--- src/rtl/bounded_id_set_core_assert.svh ---
// Assertion macros for the bounded id set core.
// Included by the RTL files that carry concurrent checks; no other dependencies.
`ifndef BOUNDED_ID_SET_CORE_ASSERT_SVH
`define BOUNDED_ID_SET_CORE_ASSERT_SVH

`ifndef SYNTHESIS
`define BIS_ASSERT(name, clk, rst_n, prop, msg) \
  name: assert property (@(posedge clk) disable iff (!rst_n) (prop)) else $error(msg);
`define BIS_ASSERT_IMP(name, clk, rst_n, ante, cons, msg) \
  name: assert property (@(posedge clk) disable iff (!rst_n) (ante) |-> (cons)) \
    else $error(msg);
`else
`define BIS_ASSERT(name, clk, rst_n, prop, msg)
`define BIS_ASSERT_IMP(name, clk, rst_n, ante, cons, msg)
`endif

`endif

--- src/rtl/bis_pkg.sv ---
// Shared types for the bounded id set core: request codes and the
// controller/datapath command and status bundles. No dependencies.
`default_nettype none

package bis_pkg;

  typedef enum logic [1:0] {
    REQ_ADD    = 2'd0,
    REQ_DELETE = 2'd1,
    REQ_LOOKUP = 2'd2,
    REQ_READ   = 2'd3
  } req_e;

  typedef enum logic [1:0] {
    RD_SCAN = 2'd0,
    RD_LAST = 2'd1,
    RD_POS  = 2'd2
  } rd_sel_e;

  typedef struct packed {
    logic    accept;
    logic    scan;
    logic    rd_en;
    rd_sel_e rd_sel;
    logic    wr_append;
    logic    wr_move;
    logic    set_err;
    logic    set_found;
    logic    set_value;
    logic    load_out;
  } cmd_t;

  typedef struct packed {
    req_e req;
    logic id_null;
    logic full;
    logic pos_ok;
    logic hit;
    logic exhausted;
    logic out_free;
  } sts_t;

endpackage

`default_nettype wire

--- src/rtl/bis_ctrl.sv ---
// Controller for the bounded id set core: sequences decode, table scan,
// delete move, read by position and result hand-off. Depends on bis_pkg.
`default_nettype none

module bis_ctrl (
  input  wire logic         clk_i,
  input  wire logic         rst_ni,
  input  wire logic         in_valid_i,
  output logic              in_stall_o,
  input  bis_pkg::sts_t     sts_i,
  output bis_pkg::cmd_t     cmd_o
);

  typedef enum logic [6:0] {
    ST_IDLE   = 7'b0000001,
    ST_DECODE = 7'b0000010,
    ST_SCAN   = 7'b0000100,
    ST_DEL_RD = 7'b0001000,
    ST_DEL_WR = 7'b0010000,
    ST_RD_POS = 7'b0100000,
    ST_DONE   = 7'b1000000
  } state_e;

  state_e state_q, state_d;

  assign in_stall_o = (state_q != ST_IDLE);

  always_comb begin
    state_d = state_q;
    cmd_o   = '0;
    cmd_o.rd_sel = bis_pkg::RD_SCAN;
    case (state_q)
      ST_IDLE: begin
        if (in_valid_i) begin
          cmd_o.accept = 1'b1;
          state_d      = ST_DECODE;
        end
      end
      ST_DECODE: begin
        case (sts_i.req)
          bis_pkg::REQ_ADD: begin
            if (sts_i.id_null || sts_i.full) begin
              cmd_o.set_err = 1'b1;
              state_d       = ST_DONE;
            end else begin
              state_d = ST_SCAN;
            end
          end
          bis_pkg::REQ_DELETE: begin
            if (sts_i.id_null) begin
              cmd_o.set_err = 1'b1;
              state_d       = ST_DONE;
            end else begin
              state_d = ST_SCAN;
            end
          end
          bis_pkg::REQ_LOOKUP: begin
            state_d = sts_i.id_null ? ST_DONE : ST_SCAN;
          end
          default: begin
            if (sts_i.pos_ok) begin
              state_d = ST_RD_POS;
            end else begin
              cmd_o.set_err = 1'b1;
              state_d       = ST_DONE;
            end
          end
        endcase
      end
      ST_SCAN: begin
        cmd_o.scan   = 1'b1;
        cmd_o.rd_en  = 1'b1;
        cmd_o.rd_sel = bis_pkg::RD_SCAN;
        if (sts_i.hit) begin
          case (sts_i.req)
            bis_pkg::REQ_DELETE: state_d = ST_DEL_RD;
            bis_pkg::REQ_LOOKUP: begin
              cmd_o.set_found = 1'b1;
              state_d         = ST_DONE;
            end
            default: state_d = ST_DONE;
          endcase
        end else if (sts_i.exhausted) begin
          // append on a miss; delete and lookup of an absent id just report
          cmd_o.wr_append = (sts_i.req == bis_pkg::REQ_ADD);
          state_d         = ST_DONE;
        end
      end
      ST_DEL_RD: begin
        cmd_o.rd_en  = 1'b1;
        cmd_o.rd_sel = bis_pkg::RD_LAST;
        state_d      = ST_DEL_WR;
      end
      ST_DEL_WR: begin
        cmd_o.wr_move = 1'b1;
        state_d       = ST_DONE;
      end
      ST_RD_POS: begin
        cmd_o.rd_en     = 1'b1;
        cmd_o.rd_sel    = bis_pkg::RD_POS;
        cmd_o.set_value = 1'b1;
        state_d         = ST_DONE;
      end
      ST_DONE: begin
        // hold the result until the output register frees up
        if (sts_i.out_free) begin
          cmd_o.load_out = 1'b1;
          state_d        = ST_IDLE;
        end
      end
      default: begin
        state_d = ST_IDLE;
      end
    endcase
  end

  always_ff @(posedge clk_i or negedge rst_ni) begin
    if (!rst_ni) begin
      state_q <= ST_IDLE;
    end else begin
      state_q <= state_d;
    end
  end

endmodule

`default_nettype wire

--- src/rtl/bis_dp.sv ---
// Datapath for the bounded id set core: id table, count, null id register,
// scan pointer and output register. Depends on bis_pkg and the assertion header.
`default_nettype none

`include "bounded_id_set_core_assert.svh"

module bis_dp #(
  parameter int CAPACITY = 16,
  parameter int ID_WIDTH = 32
) (
  input  wire logic        clk_i,
  input  wire logic        rst_ni,
  input  wire logic        cfg_we_i,
  input  wire logic [31:0] cfg_wdata_i,
  input  wire logic [1:0]  req_type_i,
  input  wire logic [31:0] element_id_i,
  input  wire logic [3:0]  position_i,
  output logic             out_valid_o,
  input  wire logic        out_stall_i,
  output logic             status_o,
  output logic             found_o,
  output logic [3:0]       found_position_o,
  output logic [31:0]      entry_value_o,
  output logic [4:0]       element_count_o,
  output logic             is_full_o,
  output logic             is_empty_o,
  input  bis_pkg::cmd_t    cmd_i,
  output bis_pkg::sts_t    sts_o
);

  localparam int CNT_W  = $clog2(CAPACITY + 1);
  localparam int IDX_W  = (CAPACITY > 1) ? $clog2(CAPACITY) : 1;
  localparam int WIDE_W = (CNT_W > 5) ? CNT_W : 5;
  localparam int VAL_W  = (ID_WIDTH > 32) ? ID_WIDTH : 32;
  localparam logic [CNT_W-1:0] CAP_CNT = CNT_W'(CAPACITY);

  logic [ID_WIDTH-1:0] mem [CAPACITY];

  bis_pkg::req_e       req_q;
  logic [ID_WIDTH-1:0] id_q;
  logic [3:0]          pos_q;
  logic [31:0]         null_q;
  logic [CNT_W-1:0]    count_q, count_d;
  logic [CNT_W-1:0]    idx_q, idx_d;
  logic                pend_q, pend_d;
  logic [IDX_W-1:0]    pend_idx_q;
  logic [IDX_W-1:0]    found_idx_q;
  logic [ID_WIDTH-1:0] rdata_q;
  logic                err_q, found_q, value_q;
  logic                out_valid_q, out_valid_d;
  logic                out_status_q, out_found_q, out_full_q, out_empty_q;
  logic [3:0]          out_fpos_q;
  logic [31:0]         out_value_q;
  logic [4:0]          out_count_q;

  logic [VAL_W-1:0]    id_ext, null_ext, rdata_ext;
  logic [ID_WIDTH-1:0] null_id;
  logic [WIDE_W-1:0]   cnt_ext, fidx_ext;
  logic [CNT_W-1:0]    cnt_m1;
  logic                issue, out_free;
  logic [IDX_W-1:0]    raddr, waddr;
  logic [ID_WIDTH-1:0] wdata;
  logic                we;

  assign id_ext    = VAL_W'(element_id_i);
  assign null_ext  = VAL_W'(null_q);
  assign null_id   = null_ext[ID_WIDTH-1:0];
  assign rdata_ext = VAL_W'(rdata_q);
  assign cnt_ext   = WIDE_W'(count_q);
  assign fidx_ext  = WIDE_W'(found_idx_q);
  assign cnt_m1    = count_q - 1'b1;
  assign issue     = cmd_i.scan && (idx_q < count_q);
  assign out_free  = !out_valid_q || !out_stall_i;

  assign sts_o.req       = req_q;
  assign sts_o.id_null   = (id_q == null_id);
  assign sts_o.full      = (count_q >= CAP_CNT);
  assign sts_o.pos_ok    = (WIDE_W'(pos_q) < cnt_ext);
  assign sts_o.hit       = pend_q && (rdata_q == id_q);
  assign sts_o.exhausted = !pend_q && (idx_q >= count_q);
  assign sts_o.out_free  = out_free;

  // table port select
  always_comb begin
    case (cmd_i.rd_sel)
      bis_pkg::RD_LAST: raddr = cnt_m1[IDX_W-1:0];
      bis_pkg::RD_POS:  raddr = pos_q[IDX_W-1:0];
      default:          raddr = idx_q[IDX_W-1:0];
    endcase
    we    = cmd_i.wr_append || cmd_i.wr_move;
    waddr = cmd_i.wr_move ? found_idx_q : count_q[IDX_W-1:0];
    wdata = cmd_i.wr_move ? rdata_q : id_q;
  end

  always_ff @(posedge clk_i) begin
    if (we) begin
      mem[waddr] <= wdata;
    end
    if (cmd_i.rd_en) begin
      rdata_q <= mem[raddr];
    end
  end

  always_comb begin
    count_d = count_q;
    if (cmd_i.wr_append) begin
      count_d = count_q + 1'b1;
    end else if (cmd_i.wr_move) begin
      count_d = cnt_m1;
    end
    idx_d  = idx_q;
    pend_d = pend_q;
    if (cmd_i.accept) begin
      idx_d  = '0;
      pend_d = 1'b0;
    end else if (cmd_i.scan) begin
      idx_d  = idx_q + CNT_W'(issue);
      pend_d = issue;
    end
    out_valid_d = cmd_i.load_out ? 1'b1 : (out_valid_q && out_stall_i);
  end

  always_ff @(posedge clk_i or negedge rst_ni) begin
    if (!rst_ni) begin
      count_q     <= '0;
      null_q      <= '1;
      idx_q       <= '0;
      pend_q      <= 1'b0;
      err_q       <= 1'b0;
      found_q     <= 1'b0;
      value_q     <= 1'b0;
      out_valid_q <= 1'b0;
    end else begin
      count_q     <= count_d;
      idx_q       <= idx_d;
      pend_q      <= pend_d;
      out_valid_q <= out_valid_d;
      if (cfg_we_i) begin
        null_q <= cfg_wdata_i;
      end
      if (cmd_i.accept) begin
        err_q   <= 1'b0;
        found_q <= 1'b0;
        value_q <= 1'b0;
      end else begin
        err_q   <= err_q   | cmd_i.set_err;
        found_q <= found_q | cmd_i.set_found;
        value_q <= value_q | cmd_i.set_value;
      end
    end
  end

  always_ff @(posedge clk_i) begin
    if (cmd_i.accept) begin
      req_q <= bis_pkg::req_e'(req_type_i);
      id_q  <= id_ext[ID_WIDTH-1:0];
      pos_q <= position_i;
    end
    if (issue) begin
      pend_idx_q <= idx_q[IDX_W-1:0];
    end
    if (cmd_i.scan && sts_o.hit) begin
      found_idx_q <= pend_idx_q;
    end
    if (cmd_i.load_out) begin
      out_status_q <= err_q;
      out_found_q  <= found_q;
      out_fpos_q   <= found_q ? fidx_ext[3:0] : 4'd0;
      out_value_q  <= value_q ? rdata_ext[31:0] : 32'd0;
      out_count_q  <= cnt_ext[4:0];
      out_full_q   <= (count_q == CAP_CNT);
      out_empty_q  <= (count_q == '0);
    end
  end

  assign out_valid_o      = out_valid_q;
  assign status_o         = out_status_q;
  assign found_o          = out_found_q;
  assign found_position_o = out_fpos_q;
  assign entry_value_o    = out_value_q;
  assign element_count_o  = out_count_q;
  assign is_full_o        = out_full_q;
  assign is_empty_o       = out_empty_q;

  `BIS_ASSERT(a_count_bound, clk_i, rst_ni, count_q <= CAP_CNT, "count above capacity")
  `BIS_ASSERT_IMP(a_append_room, clk_i, rst_ni, cmd_i.wr_append, count_q < CAP_CNT, "append when full")
  `BIS_ASSERT_IMP(a_move_nonempty, clk_i, rst_ni, cmd_i.wr_move, count_q != '0, "move on empty table")
  `BIS_ASSERT_IMP(a_load_free, clk_i, rst_ni, cmd_i.load_out, out_free, "result overwrites a stalled one")

endmodule

`default_nettype wire

--- src/rtl/bounded_id_set_core.sv ---
// Bounded id set core: a packed table of up to CAPACITY identifiers with a
// count, serving add, delete, lookup and read-by-position requests one at a
// time with one result per request. Add, delete and lookup scan the table
// through its single read port, one entry per cycle; a delete that hits then
// moves the last entry into the freed slot; rejected requests and reads skip
// the scan. A finished result waits in the output register while the next
// request is already taken. The null id register resets to all ones.
// Depends on bis_pkg, bis_ctrl and bis_dp.
`default_nettype none

module bounded_id_set_core #(
  parameter int CAPACITY = 16,
  parameter int ID_WIDTH = 32
) (
  input  wire logic        clk_i,
  input  wire logic        rst_ni,
  input  wire logic        cfg_we_i,
  input  wire logic [31:0] cfg_wdata_i,
  input  wire logic        in_valid_i,
  output logic             in_stall_o,
  input  wire logic [1:0]  req_type_i,
  input  wire logic [31:0] element_id_i,
  input  wire logic [3:0]  position_i,
  output logic             out_valid_o,
  input  wire logic        out_stall_i,
  output logic             status_o,
  output logic             found_o,
  output logic [3:0]       found_position_o,
  output logic [31:0]      entry_value_o,
  output logic [4:0]       element_count_o,
  output logic             is_full_o,
  output logic             is_empty_o
);

  bis_pkg::cmd_t cmd;
  bis_pkg::sts_t sts;

  bis_ctrl u_ctrl (
    .clk_i      (clk_i),
    .rst_ni     (rst_ni),
    .in_valid_i (in_valid_i),
    .in_stall_o (in_stall_o),
    .sts_i      (sts),
    .cmd_o      (cmd)
  );

  bis_dp #(
    .CAPACITY (CAPACITY),
    .ID_WIDTH (ID_WIDTH)
  ) u_dp (
    .clk_i            (clk_i),
    .rst_ni           (rst_ni),
    .cfg_we_i         (cfg_we_i),
    .cfg_wdata_i      (cfg_wdata_i),
    .req_type_i       (req_type_i),
    .element_id_i     (element_id_i),
    .position_i       (position_i),
    .out_valid_o      (out_valid_o),
    .out_stall_i      (out_stall_i),
    .status_o         (status_o),
    .found_o          (found_o),
    .found_position_o (found_position_o),
    .entry_value_o    (entry_value_o),
    .element_count_o  (element_count_o),
    .is_full_o        (is_full_o),
    .is_empty_o       (is_empty_o),
    .cmd_i            (cmd),
    .sts_o            (sts)
  );

endmodule

`default_nettype wire
--- config.mk ---
export PLATFORM = sky130hd
export DESIGN_NAME = bounded_id_set_core
export DESIGN_NICKNAME = d
export VERILOG_FILES = /design/src/rtl/bis_pkg.sv /design/src/rtl/bis_ctrl.sv /design/src/rtl/bis_dp.sv /design/src/rtl/bounded_id_set_core.sv
export VERILOG_INCLUDE_DIRS = /design/src /design/src/rtl
export SDC_FILE = /design/constraint.sdc
export NUM_CORES = 1
export LEC_CHECK = 0
export BUFFER_PORTS_ARGS = -buffer_cell sky130_fd_sc_hd__buf_2
export CAP_MARGIN = 30
export CORE_ASPECT_RATIO = 1.2
export CORE_UTILIZATION = 35
export DETAILED_ROUTE_END_ITERATION = 16
export PLACE_DENSITY_LB_ADDON = 0.12
export SKIP_CTS_REPAIR_TIMING = 1
export SLEW_MARGIN = 25
export SYNTH_ARGS = -nofsm -noshare
export SYNTH_HDL_FRONTEND = slang
export SYNTH_SLANG_ARGS = --single-unit
--- constraint.sdc ---
create_clock -name clk_i -period 4.8 [get_ports clk_i]
set_input_delay 0.24 -clock clk_i [delete_from_list [all_inputs] [get_ports clk_i]]
set_output_delay 0.24 -clock clk_i [all_outputs]
set_load 0.01 [all_outputs]
; ---- Yosys cells after proc, flatten, opt, wreduce, memory -nomap -nowiden
; Memories as Yosys holds them, arrays and structs flattened. A register that Yosys moved wholly into a read port is not among the register bits.
; Index checks and enable logic that the tools add are counted.
[totals]
regBits = 145
latch_bits = 0
ram_bits = 512
romBits = 0
inputBits = 75
out_inout_bits = 47
word_cells = 112
mem_count = 1
[memory_table]
columns = memory, words, word_bits, read_ports, rd_clocked_by_memory_dff, wr, line
row1 = u_dp.mem, 16, 32, 1, 1, 1, bis_dp.sv:37  ; logic [ID_WIDTH-1:0] mem [CAPACITY];
[classes]
n_addsub = 3
mul = 0
div = 0
order_cmp = 4
n_eq_ne = 18
shifts = 0
n_mux = 44
n_bitwise = 3
reduce_logical = 18
[op_table]
columns = operator, n
row1 = $eq A32 B32 Y1, 2
row2 = $mux W7, 8
row3 = $pmux W7 S6, 1
row4 = $mux W32, 1
row5 = $mux W1, 25
row6 = $mux W5, 4
row7 = $pmux W7 S2, 1
row8 = $pmux W3 S3, 1
row9 = $pmux W4 S2, 1
row10 = $eq A7 B1 Y1 const B, 1
row11 = $eq A7 B2 Y1 const B, 1
row12 = $eq A7 B3 Y1 const B, 1
row13 = $eq A7 B4 Y1 const B, 1
row14 = $eq A7 B5 Y1 const B, 1
row15 = $eq A7 B6 Y1 const B, 1
row16 = $eq A7 B7 Y1 const B, 1
row17 = $ne A7 B1 Y1 const B, 1
row18 = $add A5 B1 Y5, 1
row19 = $add A5 B1 Y5 const B, 1
row20 = $eq A5 B5 Y1 const B, 1
row21 = $ge A5 B5 Y1, 1
row22 = $ge A5 B5 Y1 const B, 1
row23 = $logic_and A1 B1 Y1, 5
row24 = $logic_not A5 Y1, 1
row25 = other kinds (17), 27

; ---- Longest topological paths before layout
; Gate-level depths: netlist of run 1.
[logic_depth]
depth_word = 8
depth_mapped = 13
ltp_nobuf = 10

; ---- Hierarchy
; From an unflattened synthesis of run 1, not the netlist that was laid out.
[hier_totals]
hier_cells = 1936
hier_area_um2 = 29613.4
[modules_own_cells]
columns = module, instances, cells_each, area_each_um2, seq_area_each_um2
row1 = bis_dp, 1, 1867, 29014.1, 20284.5
row2 = bis_ctrl, 1, 69, 599.3, 176.4

; ---- Worst setup path before layout of run 1
; No wires, ideal clock.
[synth_path]
path_kind = register to register
from = register u_ctrl.state_q[5]
to = register u_dp.out_count_q[0], in the netlist u_dp.element_count_o[0] (enable)
setup_ns = 0.462
arrival_ns = 3.814
required_time_ns = 4.338
slack_ns = 0.524
stages_incl_launch_ff = 5
n_path_buf = 1
synth_period_minus_slack_ns = 4.276
path_cell_list = dfrtp_1 or3_1 buf_2 or4b_2 a21oi_1
[synth_rtl]
columns = item, line
row1 = start: declaration, bis_ctrl.sv:24  ; state_e state_q, state_d;
row2 = start signal: assignment, bis_ctrl.sv:121  ; state_q <= state_d;
row3 = end signal: assignment, bis_dp.sv:170  ; out_count_q <= cnt_ext[4:0];
row4 = end: declaration, bis_dp.sv:54  ; logic [4:0] out_count_q;

; ---- Final worst setup path of run 1
[layout_path]
from = register u_ctrl.state_q[5]
to = register u_dp.rdata_q[28], in the netlist u_dp.rdata_ext[28] (read register of u_dp.mem), data pin
[layout_via]
elab_chain_cells = 4
elab_cells_between_ends = 7
classes_between = 5 x eq/ne / 2 x mux
[layout_lines]
columns = item, line
row1 = "$eq A7 B6 Y1, or another cell as far along", bis_ctrl.sv:32  ; case (state_q)
row2 = $pmux W3 S3 *, bis_ctrl.sv:32
row3 = $eq A2 B2 Y1 / $eq A2 B1 Y1 (equally long branches), bis_dp.sv:85  ; case (cmd_i.rd_sel)
row4 = $pmux W4 S2, bis_dp.sv:85
row5 = end: declaration, bis_dp.sv:48  ; logic [ID_WIDTH-1:0] rdata_q;
; Mark *: on every way between the ends. The rest lies on a longest branch, timed or not.
; A chain may end at the register's enable or synchronous reset.

==> impl_metrics.yaml, run 1 <==
power:
  swShare: 0.236
  combPwrFrac: 0.071
  internal-power_uw: 10500
  sequentialPowerShare: 0.522
  p_clk_frac: 0.407
  peakVddDrop_v: 0.000268
  p_per_area_mw_per_mm2: 416
  p_switching_uw: 3230
  total_power_uw: 13700
  power_leakage_uw: 0.0110
placed_design:
  hpwlAfterDp_mm: 42.0
  io_buffers: 121
  routabilityCongestion: 0.774
cells_and_area:
  area_delta_synth_final_pct: 20.0
  nFillCells: 6889
  layout_commonest_cell: "edfxtp_1"
  utilization: 0.424
  mostFrequentLayoutCells: "edfxtp_1, mux4_2, buf_2"
  layout-drive-gt1-share: 0.292
  nets: 1762
worst_setup_path:
  cp_slowest_cell: "ha_1"
  worstRegToRegCells: 10
  rr_startpoint: "u_ctrl.state_q[5]"
  crit_required_ns: 5.16
  cp-endpoint: "u_dp.rdata_ext[28]"
  critPathMaxStageDelay_ns: 0.59
  worstPathCellList: "or3_1, nor4_1, inv_1, ha_1, nor2_1, a21oi_4, buf_4, mux4_2, mux2i_1, mux2i_1"
  startpoint_type: "flop"
  critical_path_class: "flop to flop"
  rr_endpoint: "u_dp.rdata_ext[28]"
  r2r_slack_ns: 0.53
  cp_common_cell: "mux2i_1"
  cp_num_cells: 10
  cp_max_fo: 15
  cp-end-kind: "flop"
  crit_buf_inv: 2
  crit_family: "simple AND/OR/NAND/NOR gates"
  critPathLaunch: "u_ctrl.state_q[5]"
  cp.arrival_ns: 4.63
synthesis:
  synth_area_mm2: 0.0274
  synth-edff-count: 635
  synth_top_area_frac: 0.695
  yosysWarnings: 0
  async_flop_share: 0.0784
  synthTopCellsByArea: "edfxtp_1, mux4_2, mux2i_1"
  avgSynthCellArea_um2: 19.5
  synthCells: 1407
  synth_area_leader_cell: "edfxtp_1"
  yosysSeqAreaShare: 0.746
  ys_dominant_reg_cell: "edfxtp_1"
  syn_nets: 1501
  synth_cell_types: 55
  yosys_register_bits: 689
timing:
  tightest_slew_ns: 0.853
  max_slew_margin: 0.430
  period_share: 0.889
  hold_viol: 0
  period_needed_ns: 4.27
  slew_viol_final: 0
  fmax_mhz: 234
  setup_tns_ns: 0
  clock_skew_ns: 0.0250
  fin_hold_ws_ns: 0.192
  grt_setup_unrepaired: "no"
  setup_violations: 0
route:
  vias: 13953
  dr.pass1.iters: 5
  ant_nets: 0
  drt_wl_total_mm: 75.9
  drt_iter0_markers: 1060
  routedWlPerCell_um: 27.6
  viasPerCell: 5.07
  route.detailed.drc: 0
floorplan:
  die_w_um: 258
  rows: 112
  initial_utilization: 0.353
  dieArea_mm2: 0.0795
  chipHeight_um: 309
  core_mm2: 0.0776
  ios: 122
clocking:
  cts_tree: "yes"
  numCtsBuffers: 74
  clkTransAtPathRegs_ns: 0.06
  htreeDepth: 3
  cts.path.max_buffers: 3
  insertion_delay_ns: 0.63
  cts_root_buffer: "clkbuf_16"
  cts_sinks: 689
job:
  maxCapViolCount: 0
grt:
  grt.total_usage: 0.192
  antenna_found_initial: 1
  grt_pass1_vias: 14422
  grt_pass1_wl_mm: 107
  grt_overflow_total: 0
  grt_max_degree: 65
status:
  status: "finished clean"
worst_hold_path:
  hold_class: "input port to asynchronous set/reset pin"
[synth_stat cells (10+ instances only)]
| master | count |
|---|---|
| dfstp_2 | 33 |
| edfxtp_1 | 635 |
| buf_1 | 11 |
| mux2i_1 | 96 |
| ha_1 | 19 |
| a21oi_1 | 13 |
| nor4_1 | 20 |
| nor3_1 | 10 |
| mux4_2 | 128 |
| and2_1 | 37 |
| mux2_2 | 32 |
| dfrtp_1 | 21 |
| clkbuf_1 | 14 |
| nand2_1 | 108 |
| inv_1 | 15 |
| nor2_1 | 41 |
| xor2_1 | 67 |
| buf_2 | 31 |
[metal layers]
| metal | vias to the layer above | share of wire | GRT usage |
|---|---|---|---|
| met1 | 7423 | 0.45 | 0.265 |
| met2 | 350 | 0.49 | 0.317 |
| met3 | 68 | 0.042 | 0.0293 |
| met5 | - | 0 | 0 |
| met4 | 0 | 0.017 | 0.0527 |
| li1 | 6112 | - | - |
[power by group through the flow]
stage / sequential, uW / clock, uW / combinational, uW
4_1_cts: 7160 / 5720 / 946
2_1_floorplan: 7170 / 0 / 547
3_5_place_dp: 7280 / 0 / 943
6_report: 7150 / 5580 / 976
5_1_grt: 7170 / 5930 / 1080
3_3_place_gp: 7280 / 0 / 923
[kinds of logic (layout without fill, tap and decap cells)]
logic type,count (synthesis),after routing,synth area share
buffers and inverters,75,395,0.0124
adder cells (fa/ha/maj),19,19,0.00867
multiplexers,256,256,0.153
AO/OA/AOI/OAI,45,45,0.0114
other,0,1,0
XOR/XNOR,73,73,0.0233
AND/OR/NAND/NOR,250,250,0.0449
flip-flops,689,689,0.746
[sequential cells by signal, summed over array words and instances (netlist names), 2 cells and up]
register / flops
u_dp.id_q: 32
u_dp.rdata_ext: 32
u_dp.found_position_o: 4
u_dp.found_idx_q: 4
u_dp.req_q: 2
u_dp.cnt_ext: 5
u_dp.idx_q: 5
u_dp.pend_idx_q: 4
u_dp.mem: 512
u_dp.entry_value_o: 32
u_ctrl.state_q: 7
u_dp.pos_q: 4
u_dp.element_count_o: 5
u_dp.null_ext: 32
[tightest hold or removal path: cells and delay by family]
kind | cells | cell delay [ns]
buf+inv | 3 | 1.00
[cell type report]
| class | count | area [um^2] | share of cell area |
|---|---|---|---|
| sequential | 689 | 20500 | 0.621 |
| multi-input combinational | 643 | 6820 | 0.207 |
| clock buffer | 97 | 2000 | 0.0607 |
| timing repair buffer | 245 | 1950 | 0.0593 |
| tap | 1026 | 1280 | 0.0390 |
| clock inverter | 38 | 345 | 0.0105 |
| inverter | 15 | 56.3 | 0.00171 |
| antenna | 1 | 2.50 | 0.0000760 |
[how the worst min path moves through the flow]
stage | start | to | slack [ns] | cells after the start
final | rst_ni | u_ctrl.state_q[6] | 0.19 | 3
after global placement | u_dp.pend_idx_q[3] | u_dp.found_idx_q[3] | 0.41 | 0
after floorplan | rst_ni | u_ctrl.state_q[1] | -0.06 | 0
after CTS | element_id_i[14] | u_dp.id_q[14] | -0.26 | 1
after global routing | rst_ni | u_dp.out_valid_o | 0.24 | 3
after detailed placement | u_dp.pend_idx_q[2] | u_dp.found_idx_q[2] | 0.41 | 0
[per-stage QoR]
step | std cells | setup WS, ns | cell area [um^2]
final | 2754 | 0.534 | 32900
after global routing | 2753 | 0.323 | 32900
after CTS | 2678 | 0.522 | 32200
after detailed placement | 2543 | 0.538 | 29800
after global placement | 2541 | 0.658 | 29800
after floorplan | 1407 | 0.524 | 27400
Note: power is estimated with default switching activity, not from simulation.
==> run 2, diff against run 1 <==
--- a/config.mk
+++ b/config.mk
@@ -6,6 +6,7 @@
 export SDC_FILE = /design/constraint.sdc
 export NUM_CORES = 1
 export LEC_CHECK = 0
+export ABC_AREA = 1
 export BUFFER_PORTS_ARGS = -buffer_cell sky130_fd_sc_hd__buf_2
 export CAP_MARGIN = 30
 export CORE_ASPECT_RATIO = 1.2
==> run 2 against run 1 <==
Effect of this change: global-route usage is essentially flat; core utilization shrank 0.61 points; hold slack gained 0.055 ns; wire length grew 8.9%; power grew 6.9%; largest power group unchanged; cell area grew 5.9%; count of clock-buffer cells in the layout shrank 1; area after synthesis grew 7.6%; non-clock buffer count grew 23; sequential cell count is the same; clock power grew 5.4%; critical endpoint is now u_dp.rdata_ext[27]; fmax grew 3.9%; highest routed layer unchanged.
==> impl_metrics.yaml, run 2 <==
floorplan:
  core_mm2: 0.0835
  die_w_um: 267
  ios: 122
  dieArea_mm2: 0.0855
  chipHeight_um: 320
  initial_utilization: 0.354
  rows: 116
placed_design:
  place_ws_ns: 0.750
  io_buffers: 121
  dpl_cell_area_mm2: 0.0317
  hpwlAfterDp_mm: 48.2
  routabilityCongestion: 0.854
clocking:
  clkTransAtPathRegs_ns: 0.06
  cts_sinks: 689
  cts.path.max_buffers: 3
  cts_tree: "yes"
  cts_root_buffer: "clkbuf_16"
  htreeDepth: 3
  numCtsBuffers: 74
  insertion_delay_ns: 0.64
route:
  dr.pass1.iters: 5
  routedWlPerCell_um: 21.1
  vias: 19102
  route.detailed.drc: 0
  drt_iter0_markers: 1256
  ant_nets: 0
  viasPerCell: 4.88
  drt_wl_total_mm: 82.6
timing:
  setup_violations: 0
  period_needed_ns: 4.11
  max_slew_margin: 0.377
  hold_viol: 0
  tightest_slew_ns: 0.932
  setup_tns_ns: 0
  period_share: 0.855
  clock_skew_ns: 0.0199
  setup_ws_ns: 0.694
  fmax_mhz: 244
  grt_setup_unrepaired: "no"
  slew_viol_final: 0
worst_hold_path:
  hold_class: "input port to flop"
  hp-start: "cfg_we_i"
cells_and_area:
  nets: 2831
  design_area_mm2: 0.0349
  layout-drive-gt1-share: 0.144
  largest-register: "u_dp.mem"
  mostFrequentLayoutCells: "edfxtp_1, nand2_1, inv_1"
  utilization: 0.418
  n_antenna_cell: 0
  area_delta_synth_final_pct: 18.2
  largest_reg_flops: 512
  layout_commonest_cell: "edfxtp_1"
grt:
  grt_pass1_wl_mm: 121
  grt_pass1_vias: 18676
  grt_max_degree: 129
  antenna_found_initial: 1
  grt.total_usage: 0.192
  grt_overflow_total: 0
synthesis:
  synth-edff-count: 635
  avgSynthCellArea_um2: 11.7
  yosys_register_bits: 689
  syn_nets: 2607
  synthTopCellsByArea: "edfxtp_1, nand2_1, o211ai_1"
  synth_cell_types: 39
  yosysMostFrequentCell: "edfxtp_1"
  yosysWarnings: 0
  ys_top_cells_by_count: "edfxtp_1, nand2_1, inv_1"
  synthCells: 2513
  ys_dominant_reg_cell: "edfxtp_1"
  synth_area_leader_cell: "edfxtp_1"
  yosysSeqAreaShare: 0.693
  async_flop_share: 0.0784
  synth_area_mm2: 0.0295
  synth_top_area_frac: 0.646
status:
  status: "finished clean"
power:
  combPwrFrac: 0.107
  swShare: 0.251
  total_power_uw: 14700
  sequentialPowerShare: 0.491
  p_clk_frac: 0.402
  power_leakage_uw: 0.0141
  peakVddDrop_v: 0.000265
  p_per_area_mw_per_mm2: 420
  internal-power_uw: 11000
  p_switching_uw: 3680
worst_setup_path:
  critPathMaxStageDelay_ns: 0.78
  crit_buf_inv: 2
  crit_family: "simple AND/OR/NAND/NOR gates"
  critical_path_class: "flop to flop"
  crit_required_ns: 5.16
  cp_common_cell: "nand2_1"
  cp_slowest_cell: "o21ai_4"
  cp-end-kind: "flop"
  startpoint_type: "flop"
  cp.arrival_ns: 4.47
  cp_max_fo: 106
  rr_startpoint: "u_ctrl.state_q[5]"
  worstPathCellList: "nor2_1, nand2_1, nor4_1, inv_1, ha_1, o21ai_4, buf_12, nand2_1, o211ai_1, nand3_1, nand3_1, nand2_1"
  critPathLaunch: "u_ctrl.state_q[5]"
job:
  maxCapViolCount: 0
run 2: cell types whose count changed after synthesis, sizes merged, moves of 62 or more:
| cell | change |
|---|---|
| o211ai | +256 |
| nand3 | +208 |
| xor2 | -62 |
| mux2i | -96 |
| inv | +394 |
| nand2 | +440 |
| mux4 | -128 |
run 2: worst reg2reg max path, stage by stage, from the launching register on:
cell      delay [ns]
dfrtp_1         0.40
nor2_1          0.20
nand2_1         0.16
nor4_1          0.58
inv_1           0.15
ha_1            0.42
o21ai_4         0.78
buf_12          0.46
nand2_1         0.18
o211ai_1        0.14
nand3_1         0.18
nand3_1         0.12
nand2_1         0.08
run 2: cell families after synthesis:
| logic type | after synthesis | synth area share |
|---|---|---|
| and+or+nand+nor | 881 | 0.125 |
| adders and majority gates | 19 | 0.00806 |
| xor gates and xnor gates | 32 | 0.00950 |
| buffers and inverters | 530 | 0.0747 |
| DFF | 689 | 0.693 |
| AOI/OAI and AO/OA | 341 | 0.0810 |
| muxes | 21 | 0.00802 |
run 2: path summary, 6_finish.rpt:
path / end / slack [ns] / cells after the start
worst max-delay path: u_dp.rdata_ext[27] / 0.69 / 12
worst min-delay path: u_dp.null_ext[13] / 0.25 / 3
worst max register to register: u_dp.rdata_ext[27] / 0.69 / 12
worst min register to register: u_dp.found_idx_q[1] / 0.42 / 0
max in group asynchronous: u_dp.err_q / 3.94 / 3
min in group asynchronous: u_dp.found_q / 0.32 / 3
run 2: routing by layer:
layer	global-route usage	part of all wire	vias up	wire length (um)
met5	0	0	-	0
met1	0.245	0.43	9368	35800
li1	-	-	9143	-
met4	0.0704	0.028	0	2310
met3	0.0251	0.043	120	3560
met2	0.333	0.50	471	40900
run 2: layout make-up:
type                    instances  area, um^2
fillers                      7810       48600
flip-flops and latches        689       20500
multi-input cells            1294        6990
clock buffers                  96        2060
repair buffers                268        2000
inverters                     410        1540
well taps                    1121        1400
clock inverters                36         428
run 2: power by group through the flow:
stage	Combinational (uW)	Clock, uW	Sequential, uW
floorplan	893	0	7260
global placement	1510	0	7320
detailed placement	1520	0	7320
CTS	1530	6030	7200
global route	1740	6240	7210
finish	1570	5880	7200
run 2: through the flow:
step	hold WS, ns	cells
global route	0.294	3914
global placement	0.401	3709
floorplan	-0.0556	2513
finish	0.246	3914
CTS	-0.265	3841
detailed placement	0.405	3709
==> run 3, diff against run 2 <==
--- a/config.mk
+++ b/config.mk
@@ -12,7 +12,7 @@
 export CORE_ASPECT_RATIO = 1.2
 export CORE_UTILIZATION = 35
 export DETAILED_ROUTE_END_ITERATION = 16
-export PLACE_DENSITY_LB_ADDON = 0.12
+export PLACE_DENSITY_LB_ADDON = 0.1
 export SKIP_CTS_REPAIR_TIMING = 1
 export SLEW_MARGIN = 25
 export SYNTH_ARGS = -nofsm -noshare
==> run 3 against run 2 <==
Effect of this change: combinational power is essentially flat; register-to-register slack gained 0.28 ns; critical path depth grew 4; sequential share of layout area grew 0.14 points; fmax grew 7.3%; via count grew 0.28%; sequential power is essentially flat; sequential cell count is the same; core utilization shrank 0.099 points; cell area shrank 0.24%; hold slack is essentially flat; largest cell class unchanged; highest routed layer unchanged.
==> impl_metrics.yaml, run 3 (synthesis gave the netlist of run 2 again) <==
route:
  ant_nets: 0
  vias: 19155
  routedWlPerCell_um: 21.2
  drt_iter0_markers: 1227
  viasPerCell: 4.90
  route.detailed.drc: 0
  drt_wl_total_mm: 82.9
  dr.pass1.iters: 5
worst_setup_path:
  rr_endpoint: "u_dp.rdata_ext[18]"
  cp-end-kind: "flop"
  crit_required_ns: 5.18
  r2r_slack_ns: 0.97
  cp.arrival_ns: 4.21
  rr_startpoint: "u_ctrl.state_q[5]"
  cp_max_fo: 137
  critical_path_class: "flop to flop"
  startpoint_type: "flop"
  worstRegToRegCells: 16
placed_design:
  io_buffers: 121
  routabilityCongestion: 0.871
  dpl_cell_area_mm2: 0.0316
  hpwlAfterDp_mm: 48.6
floorplan:
  die_w_um: 267
  core_mm2: 0.0835
  dieArea_mm2: 0.0855
  ios: 122
  initial_utilization: 0.354
  rows: 116
  chipHeight_um: 320
grt:
  grt_overflow_total: 0
  grt_pass1_vias: 18486
  antenna_found_initial: 1
  grt_pass1_wl_mm: 121
  grt_max_degree: 138
  grt.total_usage: 0.194
clocking:
  cts_sinks: 689
  numCtsBuffers: 74
  cts_root_buffer: "clkbuf_16"
  cts.path.max_buffers: 3
  htreeDepth: 3
  insertion_delay_ns: 0.63
  clkTransAtPathRegs_ns: 0.06
  cts_tree: "yes"
timing:
  period_needed_ns: 3.83
  max_slew_margin: 0.394
  slew_viol_final: 0
  grt_setup_unrepaired: "no"
  hold_viol: 0
  setup_tns_ns: 0
  period_share: 0.797
  clock_skew_ns: 0.0181
  setup_violations: 0
  tightest_slew_ns: 0.909
  fmax_mhz: 261
worst_hold_path:
  hold_class: "input port to flop"
  whs_path_depth: 3
  min_delay_worst_endpoint: "u_dp.null_ext[13]"
  hp-start: "cfg_we_i"
cells_and_area:
  n_antenna_cell: 0
  layout_commonest_cell: "edfxtp_1"
  nFillCells: 7840
  layout-drive-gt1-share: 0.138
  mostFrequentLayoutCells: "edfxtp_1, nand2_1, inv_1"
  largest-register: "u_dp.mem"
  area_delta_synth_final_pct: 17.9
  design_area_mm2: 0.0348
  largest_reg_flops: 512
  nets: 2829
power:
  p_per_area_mw_per_mm2: 415
  power_leakage_uw: 0.0140
  peakVddDrop_v: 0.000273
job:
  maxCapViolCount: 0
status:
  status: "finished clean"
==> run 3: cell count changes in the layout (fill, tap and decap cells not counted), sizes merged <==
cell	previous run	this run
inv	414	410
clkinv	21	16
clkbuf	96	102
bufinv	8	6
buf	195	193
clkinvlp	3	2
==> run 3: metrics by stage <==
step	total power [uW]	std cells	worst slack [ns]	util	hold slack, ns
3_5_place_dp	8840	3705	0.896	0.379	0.405
4_1_cts	14600	3831	0.860	0.408	-0.263
6_report	14400	3906	0.974	0.417	0.246
3_3_place_gp	8820	3703	0.883	0.379	0.400
2_1_floorplan	8150	2513	1.23	-	-0.0556
5_1_grt	15000	3906	0.557	0.417	0.272
==> run 3: power by group <==
part / internal, uW / switching (uW) / leakage (uW)
registers: 7020 / 191 / 0.00636
clock network: 3340 / 2340 / 0.00115
logic: 481 / 1080 / 0.00649
==> run 3: area by class of cell <==
| class | instances | area [um^2] | share of cell area |
|---|---|---|---|
| inverter | 410 | 1540 | 0.0444 |
| clock inverter | 24 | 315 | 0.00906 |
| tap | 1121 | 1400 | 0.0403 |
| clock buffer | 102 | 2070 | 0.0595 |
| timing repair buffer | 266 | 2010 | 0.0577 |
| multi-input combinational | 1294 | 7000 | 0.201 |
| sequential | 689 | 20500 | 0.588 |
==> run 3: per-layer routing <==
metal	up-vias	global-route usage	wire length (um)
li1	9131	-	-
met4	0	0.0669	2160
met5	-	0	0
met2	413	0.327	40100
met3	103	0.0231	3080
met1	9508	0.256	37600
==> run 3: worst max-delay path by stage <==
stage / slack [ns] / endpoint / start
floorplan: 1.23 / u_dp.mem[0][0] / u_dp.cnt_ext[3]
global placement: 0.88 / u_dp.rdata_ext[18] / u_ctrl.state_q[5]
detailed placement: 0.90 / u_dp.rdata_ext[18] / u_ctrl.state_q[5]
CTS: 0.86 / u_dp.rdata_ext[14] / u_ctrl.state_q[5]
global route: 0.56 / u_dp.rdata_ext[24] / u_ctrl.state_q[5]
finish: 0.97 / u_dp.rdata_ext[18] / u_ctrl.state_q[5]
==> run 3: worst max-delay path, cell delays in order (launching register included) <==
cell      delay, ns
dfrtp_1        0.39
nor2_1         0.18
nand2_1        0.16
nor4_1         0.46
inv_1          0.14
ha_1           0.46
inv_2          0.10
a21oi_1        0.12
o21ai_1        0.11
o21ai_4        0.18
buf_16         0.23
buf_12         0.43
nand2_1        0.11
o211ai_1       0.12
nand3_1        0.09
nand3_1        0.13
nand2_1        0.06
